--- config.mk ---
export PLATFORM = sky130hd
export DESIGN_NAME = radix_converter
export DESIGN_NICKNAME = d
export VERILOG_FILES = /design/src/hw/rtl/rc_pkg.sv /design/src/hw/rtl/rc_front.sv /design/src/hw/rtl/rc_queue.sv /design/src/hw/rtl/rc_back.sv /design/src/hw/rtl/radix_converter.sv
export SDC_FILE = /design/constraint.sdc
export NUM_CORES = 1
export LEC_CHECK = 0
export BUFFER_PORTS_ARGS = -buffer_cell sky130_fd_sc_hd__buf_4
export CAP_MARGIN = 30
export CORE_ASPECT_RATIO = 1.2
export CORE_MARGIN = 2
export CORE_UTILIZATION = 49
export CTS_BUF_LIST = sky130_fd_sc_hd__clkbuf_8
export DETAILED_ROUTE_END_ITERATION = 8
export HOLD_SLACK_MARGIN = 0.05
export PLACE_DENSITY = 0.69
export SYNTH_ARGS = -nofsm -noshare
export SYNTH_HDL_FRONTEND = slang
export SYNTH_SLANG_ARGS = --single-unit
--- constraint.sdc ---
create_clock -name i_clk -period 20.2 [get_ports i_clk]
set_input_delay 5.05 -clock i_clk [delete_from_list [all_inputs] [get_ports i_clk]]
set_output_delay 5.05 -clock i_clk [all_outputs]
set_load 0.005 [all_outputs]
--- src/hw/rtl/rc_pkg.sv ---
// Shared types, constants and helper functions for the radix converter.
package rc_pkg;

    localparam int VALUE_WIDTH_DEF = 32;
    localparam int QUEUE_DEPTH_DEF = 4;
    localparam int DIV_STEPS       = 8;   // quotient bits resolved per divide cycle
    localparam int MAX_DIGITS      = 32;
    localparam int DIGIT_IDX_W     = $clog2(MAX_DIGITS);
    localparam int DIGIT_CNT_W     = DIGIT_IDX_W + 1;
    localparam int DIGIT_W         = 6;
    localparam int VALUE_OUT_W     = 32;
    localparam int CFG_IDX_W       = 2;
    localparam int CFG_DATA_W      = 6;

    localparam logic [CFG_IDX_W-1:0] REG_IN_BASE  = 2'd0;
    localparam logic [CFG_IDX_W-1:0] REG_OUT_BASE = 2'd1;

    localparam logic [DIGIT_W-1:0] BASE_MIN       = 6'd2;
    localparam logic [DIGIT_W-1:0] BASE_MAX       = 6'd36;
    localparam logic [DIGIT_W-1:0] IN_BASE_RESET  = 6'd10;
    localparam logic [DIGIT_W-1:0] OUT_BASE_RESET = 6'd2;

    localparam logic [7:0] CHAR_ZERO    = 8'd48;  // '0'
    localparam logic [7:0] CHAR_NINE    = 8'd57;  // '9'
    localparam logic [7:0] CHAR_UP_A    = 8'd65;  // 'A'
    localparam logic [7:0] CHAR_UP_Z    = 8'd90;  // 'Z'
    localparam logic [7:0] CHAR_LO_A    = 8'd97;  // 'a'
    localparam logic [7:0] CHAR_LO_Z    = 8'd122; // 'z'
    localparam logic [7:0] LETTER_OFS   = 8'd55;  // 'A' - 10
    localparam logic [7:0] LOWER_OFS    = 8'd87;  // 'a' - 10
    localparam logic [7:0] CHAR_ERROR   = 8'd0;
    localparam logic [DIGIT_W-1:0] MAX_DEC_DIGIT = 6'd9;

    typedef struct packed {
        logic [7:0] char_code;
        logic       is_last;
    } t_in_item;

    typedef struct packed {
        logic [7:0]             digit_code;
        logic [VALUE_OUT_W-1:0] value;
        logic                   bad_char;
        logic                   last_digit;
    } t_out_item;

    // Classified character as it travels from front to back.
    typedef struct packed {
        logic [DIGIT_W-1:0] digit;
        logic               bad;
        logic               last;
    } t_cls;

    typedef struct packed {
        logic [DIGIT_W-1:0] in_base;
        logic [DIGIT_W-1:0] out_base;
    } t_bases;

    typedef enum logic [2:0] {
        BS_ACC,
        BS_DIV,
        BS_READ,
        BS_EMIT,
        BS_ERR
    } t_bstate;

    function automatic logic [DIGIT_W-1:0] clamp_base(input logic [DIGIT_W-1:0] b);
        logic [DIGIT_W-1:0] r;
        r = b;
        if (b < BASE_MIN) r = BASE_MIN;
        if (b > BASE_MAX) r = BASE_MAX;
        return r;
    endfunction

    function automatic t_cls char_to_digit(input logic [7:0] c);
        t_cls r;
        logic [7:0] d;
        d      = 8'd0;
        r.bad  = 1'b0;
        r.last = 1'b0;
        if (c >= CHAR_ZERO && c <= CHAR_NINE) begin
            d = c - CHAR_ZERO;
        end else if (c >= CHAR_UP_A && c <= CHAR_UP_Z) begin
            d = c - LETTER_OFS;
        end else if (c >= CHAR_LO_A && c <= CHAR_LO_Z) begin
            d = c - LOWER_OFS;
        end else begin
            r.bad = 1'b1;
        end
        r.digit = d[DIGIT_W-1:0];
        return r;
    endfunction

    function automatic logic [7:0] digit_to_char(input logic [DIGIT_W-1:0] d);
        logic [7:0] r;
        if (d <= MAX_DEC_DIGIT) r = {2'b00, d} + CHAR_ZERO;
        else                    r = {2'b00, d} + LETTER_OFS;
        return r;
    endfunction

endpackage

--- src/hw/rtl/rc_front.sv ---
// Front end: accepts characters and classifies them into digit values.
module rc_front (
    input  rc_pkg::t_in_item i_item,
    input  logic             i_push,
    input  logic             i_q_full,
    output logic             o_q_wr,
    output rc_pkg::t_cls     o_q_data
);
    import rc_pkg::*;

    t_cls cls;

    always_comb begin
        cls      = char_to_digit(i_item.char_code);
        cls.last = i_item.is_last;
    end

    assign o_q_wr   = i_push && !i_q_full;
    assign o_q_data = cls;

endmodule

--- src/hw/rtl/rc_queue.sv ---
// Short queue of classified characters between front and back.
module rc_queue #(
    parameter int DEPTH = rc_pkg::QUEUE_DEPTH_DEF
) (
    input  logic         i_clk,
    input  logic         i_rst_n,
    input  logic         i_wr,
    input  rc_pkg::t_cls i_data,
    output logic         o_full,
    input  logic         i_rd,
    output logic         o_valid,
    output rc_pkg::t_cls o_data
);
    import rc_pkg::*;

    localparam int PTR_W = (DEPTH > 1) ? $clog2(DEPTH) : 1;
    localparam int CNT_W = $clog2(DEPTH + 1);

    t_cls             r_mem [DEPTH];
    logic [PTR_W-1:0] r_wr_ptr;
    logic [PTR_W-1:0] r_rd_ptr;
    logic [CNT_W-1:0] r_count;
    logic             do_wr;
    logic             do_rd;

    assign o_full  = (r_count == CNT_W'(DEPTH));
    assign o_valid = (r_count != '0);
    assign o_data  = r_mem[r_rd_ptr];
    assign do_wr   = i_wr && !o_full;
    assign do_rd   = i_rd && o_valid;

    always_ff @(posedge i_clk) begin
        if (do_wr) begin
            r_mem[r_wr_ptr] <= i_data;
        end
    end

    always_ff @(posedge i_clk) begin
        if (!i_rst_n) begin
            r_wr_ptr <= '0;
            r_rd_ptr <= '0;
            r_count  <= '0;
        end else begin
            if (do_wr) begin
                r_wr_ptr <= (r_wr_ptr == PTR_W'(DEPTH - 1)) ? '0 : r_wr_ptr + 1'b1;
            end
            if (do_rd) begin
                r_rd_ptr <= (r_rd_ptr == PTR_W'(DEPTH - 1)) ? '0 : r_rd_ptr + 1'b1;
            end
            case ({do_wr, do_rd})
                2'b10:   r_count <= r_count + 1'b1;
                2'b01:   r_count <= r_count - 1'b1;
                default: r_count <= r_count;
            endcase
        end
    end

endmodule

--- src/hw/rtl/rc_back.sv ---
// Back end: accumulates digits, splits the value into output digits, emits them.
module rc_back #(
    parameter int VALUE_WIDTH = rc_pkg::VALUE_WIDTH_DEF
) (
    input  logic              i_clk,
    input  logic              i_rst_n,
    input  rc_pkg::t_bases    i_bases,
    input  logic              i_q_valid,
    input  rc_pkg::t_cls      i_q_data,
    output logic              o_q_rd,
    output logic              o_empty,
    input  logic              i_pop,
    output rc_pkg::t_out_item o_item
);
    import rc_pkg::*;

    localparam int NCHUNK  = (VALUE_WIDTH + DIV_STEPS - 1) / DIV_STEPS;
    localparam int QW      = NCHUNK * DIV_STEPS;
    localparam int CHUNK_W = (NCHUNK > 1) ? $clog2(NCHUNK) : 1;

    t_bstate r_state;
    t_bstate n_state;

    logic [VALUE_WIDTH-1:0] r_acc;
    logic                   r_err;
    logic [VALUE_WIDTH-1:0] r_val;
    logic [QW-1:0]          r_quo;
    logic [DIGIT_W-1:0]     r_rem;
    logic [CHUNK_W-1:0]     r_chunk;
    logic [DIGIT_CNT_W-1:0] r_cnt;
    logic [DIGIT_IDX_W-1:0] r_rd_idx;
    logic [DIGIT_W-1:0]     r_rd_data;
    logic [DIGIT_W-1:0]     r_mem [MAX_DIGITS];
    logic                   r_ov;
    t_out_item              r_out;

    logic [DIGIT_W-1:0]     in_b;
    logic [DIGIT_W-1:0]     out_b;
    logic [VALUE_WIDTH-1:0] acc_mul;
    logic [VALUE_WIDTH-1:0] acc_new;
    logic                   err_total;
    logic [QW-1:0]          q_nx;
    logic [DIGIT_W-1:0]     rem_nx;
    logic                   chunk_last;
    logic                   div_done;
    logic                   out_ready;
    logic                   out_push;
    t_out_item              out_nx;
    logic [63:0]            val_wide;

    assign in_b      = clamp_base(i_bases.in_base);
    assign out_b     = clamp_base(i_bases.out_base);
    assign acc_mul   = r_acc * VALUE_WIDTH'(in_b);
    assign acc_new   = i_q_data.bad ? r_acc : acc_mul + VALUE_WIDTH'(i_q_data.digit);
    assign err_total = r_err || i_q_data.bad;
    assign out_ready = !r_ov || i_pop;
    assign val_wide  = 64'(r_val);

    // Restoring division, DIV_STEPS quotient bits per cycle; the remainder stays narrow.
    always_comb begin
        logic [QW-1:0]      q;
        logic [DIGIT_W-1:0] rem;
        logic [DIGIT_W:0]   t;
        q   = r_quo;
        rem = r_rem;
        for (int k = 0; k < DIV_STEPS; k++) begin
            t = {rem, q[QW-1]};
            q = {q[QW-2:0], 1'b0};
            if (t >= {1'b0, out_b}) begin
                t    = t - {1'b0, out_b};
                q[0] = 1'b1;
            end
            rem = t[DIGIT_W-1:0];
        end
        q_nx   = q;
        rem_nx = rem;
    end

    assign chunk_last = (r_chunk == CHUNK_W'(NCHUNK - 1));
    assign div_done   = chunk_last &&
                        ((q_nx == '0) || (r_cnt == DIGIT_CNT_W'(MAX_DIGITS - 1)));

    always_comb begin
        n_state = r_state;
        case (r_state)
            BS_ACC: begin
                if (i_q_valid && i_q_data.last) begin
                    n_state = err_total ? BS_ERR : BS_DIV;
                end
            end
            BS_DIV: begin
                if (div_done) n_state = BS_READ;
            end
            BS_READ: n_state = BS_EMIT;
            BS_EMIT: begin
                if (out_ready) n_state = (r_rd_idx == '0) ? BS_ACC : BS_READ;
            end
            BS_ERR: begin
                if (out_ready) n_state = BS_ACC;
            end
            default: n_state = BS_ACC;
        endcase
    end

    always_comb begin
        o_q_rd            = 1'b0;
        out_push          = 1'b0;
        out_nx.digit_code = digit_to_char(r_rd_data);
        out_nx.value      = val_wide[VALUE_OUT_W-1:0];
        out_nx.bad_char   = 1'b0;
        out_nx.last_digit = (r_rd_idx == '0);
        case (r_state)
            BS_ACC:  o_q_rd = i_q_valid;
            BS_EMIT: out_push = out_ready;
            BS_ERR: begin
                out_push          = out_ready;
                out_nx.digit_code = CHAR_ERROR;
                out_nx.bad_char   = 1'b1;
                out_nx.last_digit = 1'b1;
            end
            default: ;
        endcase
    end

    always_ff @(posedge i_clk) begin
        if (!i_rst_n) begin
            r_state <= BS_ACC;
        end else begin
            r_state <= n_state;
        end
    end

    always_ff @(posedge i_clk) begin
        if (!i_rst_n) begin
            r_acc <= '0;
            r_err <= 1'b0;
            r_cnt <= '0;
        end else if (o_q_rd) begin
            if (i_q_data.last) begin
                // Start over for the next number.
                r_acc <= '0;
                r_err <= 1'b0;
                r_cnt <= '0;
            end else begin
                r_acc <= acc_new;
                r_err <= err_total;
            end
        end else if (r_state == BS_DIV && chunk_last) begin
            r_cnt <= r_cnt + 1'b1;
        end
    end

    always_ff @(posedge i_clk) begin
        if (o_q_rd && i_q_data.last) begin
            r_val   <= acc_new;
            r_quo   <= QW'(acc_new);
            r_rem   <= '0;
            r_chunk <= '0;
        end else if (r_state == BS_DIV) begin
            r_quo <= q_nx;
            if (chunk_last) begin
                r_rem    <= '0;
                r_chunk  <= '0;
                r_rd_idx <= r_cnt[DIGIT_IDX_W-1:0];
            end else begin
                r_rem   <= rem_nx;
                r_chunk <= r_chunk + 1'b1;
            end
        end else if (r_state == BS_EMIT && out_ready) begin
            r_rd_idx <= r_rd_idx - 1'b1;
        end
    end

    // Digit store: written least significant first, read back in reverse.
    always_ff @(posedge i_clk) begin
        if (r_state == BS_DIV && chunk_last) begin
            r_mem[r_cnt[DIGIT_IDX_W-1:0]] <= rem_nx;
        end
        r_rd_data <= r_mem[r_rd_idx];
    end

    always_ff @(posedge i_clk) begin
        if (!i_rst_n) begin
            r_ov <= 1'b0;
        end else if (out_push) begin
            r_ov <= 1'b1;
        end else if (i_pop) begin
            r_ov <= 1'b0;
        end
    end

    always_ff @(posedge i_clk) begin
        if (out_push) begin
            r_out <= out_nx;
        end
    end

    assign o_empty = !r_ov;
    assign o_item  = r_out;

endmodule

--- src/hw/rtl/radix_converter.sv ---
// Top level of the radix converter: configuration registers, front, queue and back.
//
//   channel   | handshake         | payload
//   ----------+-------------------+-----------------------------------------
//   input     | push / full       | i_in  (char_code, is_last)
//   result    | pop / empty       | o_out (digit_code, value, bad_char, last_digit)
//   config    | i_cfg_we          | i_cfg_idx, i_cfg_data
//
// A character that is not last is folded into the accumulator as it leaves the queue.
// Unless a bad character was seen, a last character starts the divide unit, which
// splits the value into output digits and writes them to the digit store; each digit
// is then read back and loaded into the output register. The front keeps filling the
// queue meanwhile. Reset is synchronous and active low and empties the character queue
// and the result register. The result register holds until pop; while it is full the
// back end holds its next output item, and the character queue fills behind it.
module radix_converter #(
    parameter int VALUE_WIDTH = rc_pkg::VALUE_WIDTH_DEF,
    parameter int QUEUE_DEPTH = rc_pkg::QUEUE_DEPTH_DEF
) (
    input  logic                          i_clk,
    input  logic                          i_rst_n,
    input  logic                          push,
    output logic                          full,
    input  rc_pkg::t_in_item              i_in,
    output logic                          empty,
    input  logic                          pop,
    output rc_pkg::t_out_item             o_out,
    input  logic                          i_cfg_we,
    input  logic [rc_pkg::CFG_IDX_W-1:0]  i_cfg_idx,
    input  logic [rc_pkg::CFG_DATA_W-1:0] i_cfg_data
);
    import rc_pkg::*;

    t_bases r_bases;
    logic   q_wr;
    t_cls   q_wdata;
    logic   q_full;
    logic   q_rd;
    logic   q_valid;
    t_cls   q_rdata;

    always_ff @(posedge i_clk) begin
        if (!i_rst_n) begin
            r_bases.in_base  <= IN_BASE_RESET;
            r_bases.out_base <= OUT_BASE_RESET;
        end else if (i_cfg_we) begin
            case (i_cfg_idx)
                REG_IN_BASE:  r_bases.in_base  <= i_cfg_data;
                REG_OUT_BASE: r_bases.out_base <= i_cfg_data;
                default: ;
            endcase
        end
    end

    rc_front u_front (
        .i_item   (i_in),
        .i_push   (push),
        .i_q_full (q_full),
        .o_q_wr   (q_wr),
        .o_q_data (q_wdata)
    );

    rc_queue #(
        .DEPTH (QUEUE_DEPTH)
    ) u_queue (
        .i_clk   (i_clk),
        .i_rst_n (i_rst_n),
        .i_wr    (q_wr),
        .i_data  (q_wdata),
        .o_full  (q_full),
        .i_rd    (q_rd),
        .o_valid (q_valid),
        .o_data  (q_rdata)
    );

    rc_back #(
        .VALUE_WIDTH (VALUE_WIDTH)
    ) u_back (
        .i_clk     (i_clk),
        .i_rst_n   (i_rst_n),
        .i_bases   (r_bases),
        .i_q_valid (q_valid),
        .i_q_data  (q_rdata),
        .o_q_rd    (q_rd),
        .o_empty   (empty),
        .i_pop     (pop),
        .o_item    (o_out)
    );

    assign full = q_full;

endmodule

==> results summary <==
The number of placement rows came out at 90. The via count normalized by instance count is around 5.7. Dividing the detail-routed wire length by the instance count gives around 20 µm. The initial antenna violation count is 4. The setup path with the least slack is of type flop to flop. The starting DRC count in detailed routing is roughly 1,200.

The number of buffer cells added on primary ports came out at 64. Data arrives at the worst endpoint at just under 20 ns. The remaining antenna violation count after routing came out at 0. The post-route minimum period came out at about 19 ns.

The total standard cell area after synthesis came out at 0.02488 mm². The overall routing resource usage is 22.77%. The async set-reset flop share out of synthesis came out at 0%.

The aggregate negative setup slack is 0 ns. The synthesized netlist net count came out at around 2,400. The share of final-layout standard cells stronger than drive strength 1 is roughly 14%.

The average footprint of a synthesized cell is 11.47 µm². The worst setup path is captured at a flop. The area share of the leading cell type in the synthesized netlist came out at between 40% and 50%. The area of the multi-input gates came out at between 0.01 and 0.015 mm². The max-slew violation count is 0. The final-report hold violation count is 0. The flip-flop and latch count after synthesis came out at roughly 410. After detailed placement, the total cell area comes to 0.02607 mm². The deepest clock path buffer count is 3. The critical path's slowest cell is nor4_1. The number of primary I/O pins came out at between 60 and 70. The post-detailed-routing wire length is a little under 60,000 µm. The clock insertion delay at the later pin of the skew report is approximately 0.65 ns. TritonCTS built the clock tree.

The worst relative slew slack is around a third. At the pin with the least slew margin, the transition time is just over 1 ns. The critical path's largest stage delay came out at roughly 0.52 ns. In the synthesized netlist the dominant register cell turns out to be edfxtp_1. The data required time at the worst endpoint came out at just over 20 ns. The initial standard-cell utilization of the core came out at 49.54%. In the final design database the tool counted 2,512 nets.

The run finished with clean final reports. The unique cell type count in the Yosys netlist came out at 81. The post-route worst setup slack came out at about 1.4 ns. STA classifies the critical path startpoint as a flop.

Ranked by total cell area, the synthesized netlist is headed by edfxtp_1, fa_1, ha_1. The clock transition at the registers of the reported paths came out at 0.06 ns. The tree is rooted in a clkbuf_8. The yosys synthesis warning count is 0. The die height came out at 250.8 µm. Yosys instantiated no cell more often than edfxtp_1. The global-route wire length before repair is approximately 93,000 µm. After layout, the worst path uses 92.94% of the clock period. Setup violations remaining at the end of the flow were counted as 0. The number of iterations in the first detailed-routing pass came out at 6. The total die area is approximately 0.053 mm². The global placer's final weighted congestion came out at around 0.90. The sum of net half-perimeters after detailed placement came out at around 42,000 µm.

Sorting the synthesized cells by how often they occur yields edfxtp_1, nand2_1, inv_1. Setup repair after global routing left no endpoint under its margin. The TritonCTS buffer count came out at 67.

In this run, post-CTS hold repair placed 0 buffers. The sequential area share after synthesis is a little under half. The via total after detailed routing came out at ~17,000. The post-synthesis instance total came out at roughly 2,200. The min-delay analysis places its worst path in the category flop to flop. The number of global-route vias before repair came out at ~17,000. The post-route clock skew came out at approximately 0.048 ns. The number of enable-type register cells in the synthesized netlist is 334. The standard cell core area came out at 0.05022 mm². The pin count of the biggest net entering global routing came out at 68. The clock tree synthesis step divided the H-tree into 3 levels. The register area is 0.01159 mm². In the routed design, unresolved DRC markers number 0.

The clock sink count came out at approximately 400. The final-layout fill cell count came out at 4,238. The growth of design area from synthesis to finish is 10.37%. Before CTS, the worst setup slack after placement is between 1 and 1.5 ns. The width of the chip is around 210 µm. The achievable clock frequency came out at about 53 MHz. The post-route cell area is 0.02746 mm².

In this run the worst path has a maximum fanout of 13. The synthesized design spends more area on one cell type than any other, namely edfxtp_1. Summed over all layers, the global routing overflow is 0. The tool flagged a number of max-cap violations equal to 0.
-- through the flow --
stage	hold slack (ns)	std cells	utilization [%]
floorplan	0.4003	2170	-
global placement	0.4011	2802	51.75
detailed placement	0.4054	2806	51.90
CTS	0.4170	2928	54.60
global route	0.4211	2932	54.68
finish	0.4177	2932	54.68
-- registers in the layout, indices dropped and copies added, names as in the netlist, named ones only --
| signal | count |
|---|---|
| u_back.r_rd_idx | 5 |
| u_back.r_cnt | 6 |
| u_back.r_ov | 1 |
| u_back.r_state | 3 |
| u_back.r_mem | 192 |
| u_queue.r_rd_ptr | 2 |
| u_queue.r_wr_ptr | 2 |
| u_back.r_chunk | 2 |
| u_back.r_rd_data | 6 |
| u_back.r_quo | 32 |
| u_queue.r_mem | 32 |
| u_back.r_err | 1 |
| u_back.r_rem | 6 |
| u_back.r_acc | 32 |
| r_bases | 12 |
| u_back.o_item | 41 |
| u_queue.r_count | 3 |
| u_back.r_val | 32 |
-- kinds of logic after synthesis --
kind of cell	synth area share, %
simple gates	12.04
other cells	0.01507
flops	46.59
xor+xnor	2.464
buf+inv	4.641
mux	8.800
compound gates	8.891
fa+ha+maj	16.56
-- area by class of cell --
| cell class | count | share of cell area, % |
|---|---|---|
| Tap cell | 644 | 2.934 |
| Clock inverter | 46 | 1.125 |
| Antenna cell | 1 | 0.009112 |
| Clock buffer | 76 | 3.809 |
| Inverter | 202 | 2.761 |
| Timing Repair Buffer | 97 | 2.811 |
| Sequential cell | 412 | 42.21 |
| Multi-Input combinational cell | 1454 | 44.34 |
-- path summary, 6_finish.rpt --
path                                  startpoint           endpoint  slack, ns  depth (start not counted)
worst min-delay path            u_back.r_val[20]  u_back.o_item[22]       0.42                          0
worst max register to register        r_bases[3]  u_back.r_state[2]       1.43                         79
worst max-delay path                  r_bases[3]  u_back.r_state[2]       1.43                         79
worst min register to register  u_back.r_val[20]  u_back.o_item[22]       0.42                          0
-- metal layers --
layer	wire (µm)	global-route usage (%)	share of wire [%]	vias to the layer above
met5	37	0	0.063	-
li1	-	-	-	7771
met1	24240	29.08	41	8341
met4	1198	6.646	2.0	6
met2	29600	39.68	51	448
met3	3379	4.122	5.8	91
-- layout by cell type (no fill, tap or decap), types with 5 or more instances in the layout --
cell type	netlist	routed
nand3_1	29	29
nand2_1	321	321
o211ai_1	9	9
o21a_1	9	9
nand2b_1	21	21
xor2_1	22	22
a21o_1	33	33
clkbuf_8	0	76
nor2b_1	50	48
a21oi_1	75	75
dfxtp_1	78	78
nor3_1	17	15
o211a_1	5	5
and3_1	15	15
o21ai_0	84	84
clkinv_1	0	7
nand4_1	11	11
mux2_2	22	22
mux4_2	68	68
o21bai_1	10	10
clkinv_2	0	9
edfxtp_1	334	334
or3_1	6	6
ha_1	135	135
o31a_1	7	7
inv_1	199	219
fa_1	121	121
o31ai_1	6	6
a211oi_1	6	6
and2_1	28	28
a21boi_0	10	10
mux2i_1	35	33
a31oi_1	13	13
a22oi_1	19	19
nor4_1	8	8
buf_4	2	93
nor2_1	133	132
a211o_1	6	6
xnor2_1	48	48
-- worst max-delay path, delay by kind of cell, from the launching register on --
family	cells	cell delay, ns
compound gates	35	8.65
mux	5	1.75
simple gates	24	4.71
fa+ha+maj	8	2.37
buf+inv	7	0.83
flops	1	0.32
-- what timing repair did --
action	CTS	global route
setup endpoints to repair	0	189
hold endpoints to repair	0	0
setup buffers	0	3
gates resized for setup	0	3
Power is left out: the tool's default activity adds up to more than one toggle a clock period on the data nets, which glitch-free logic cannot reach.
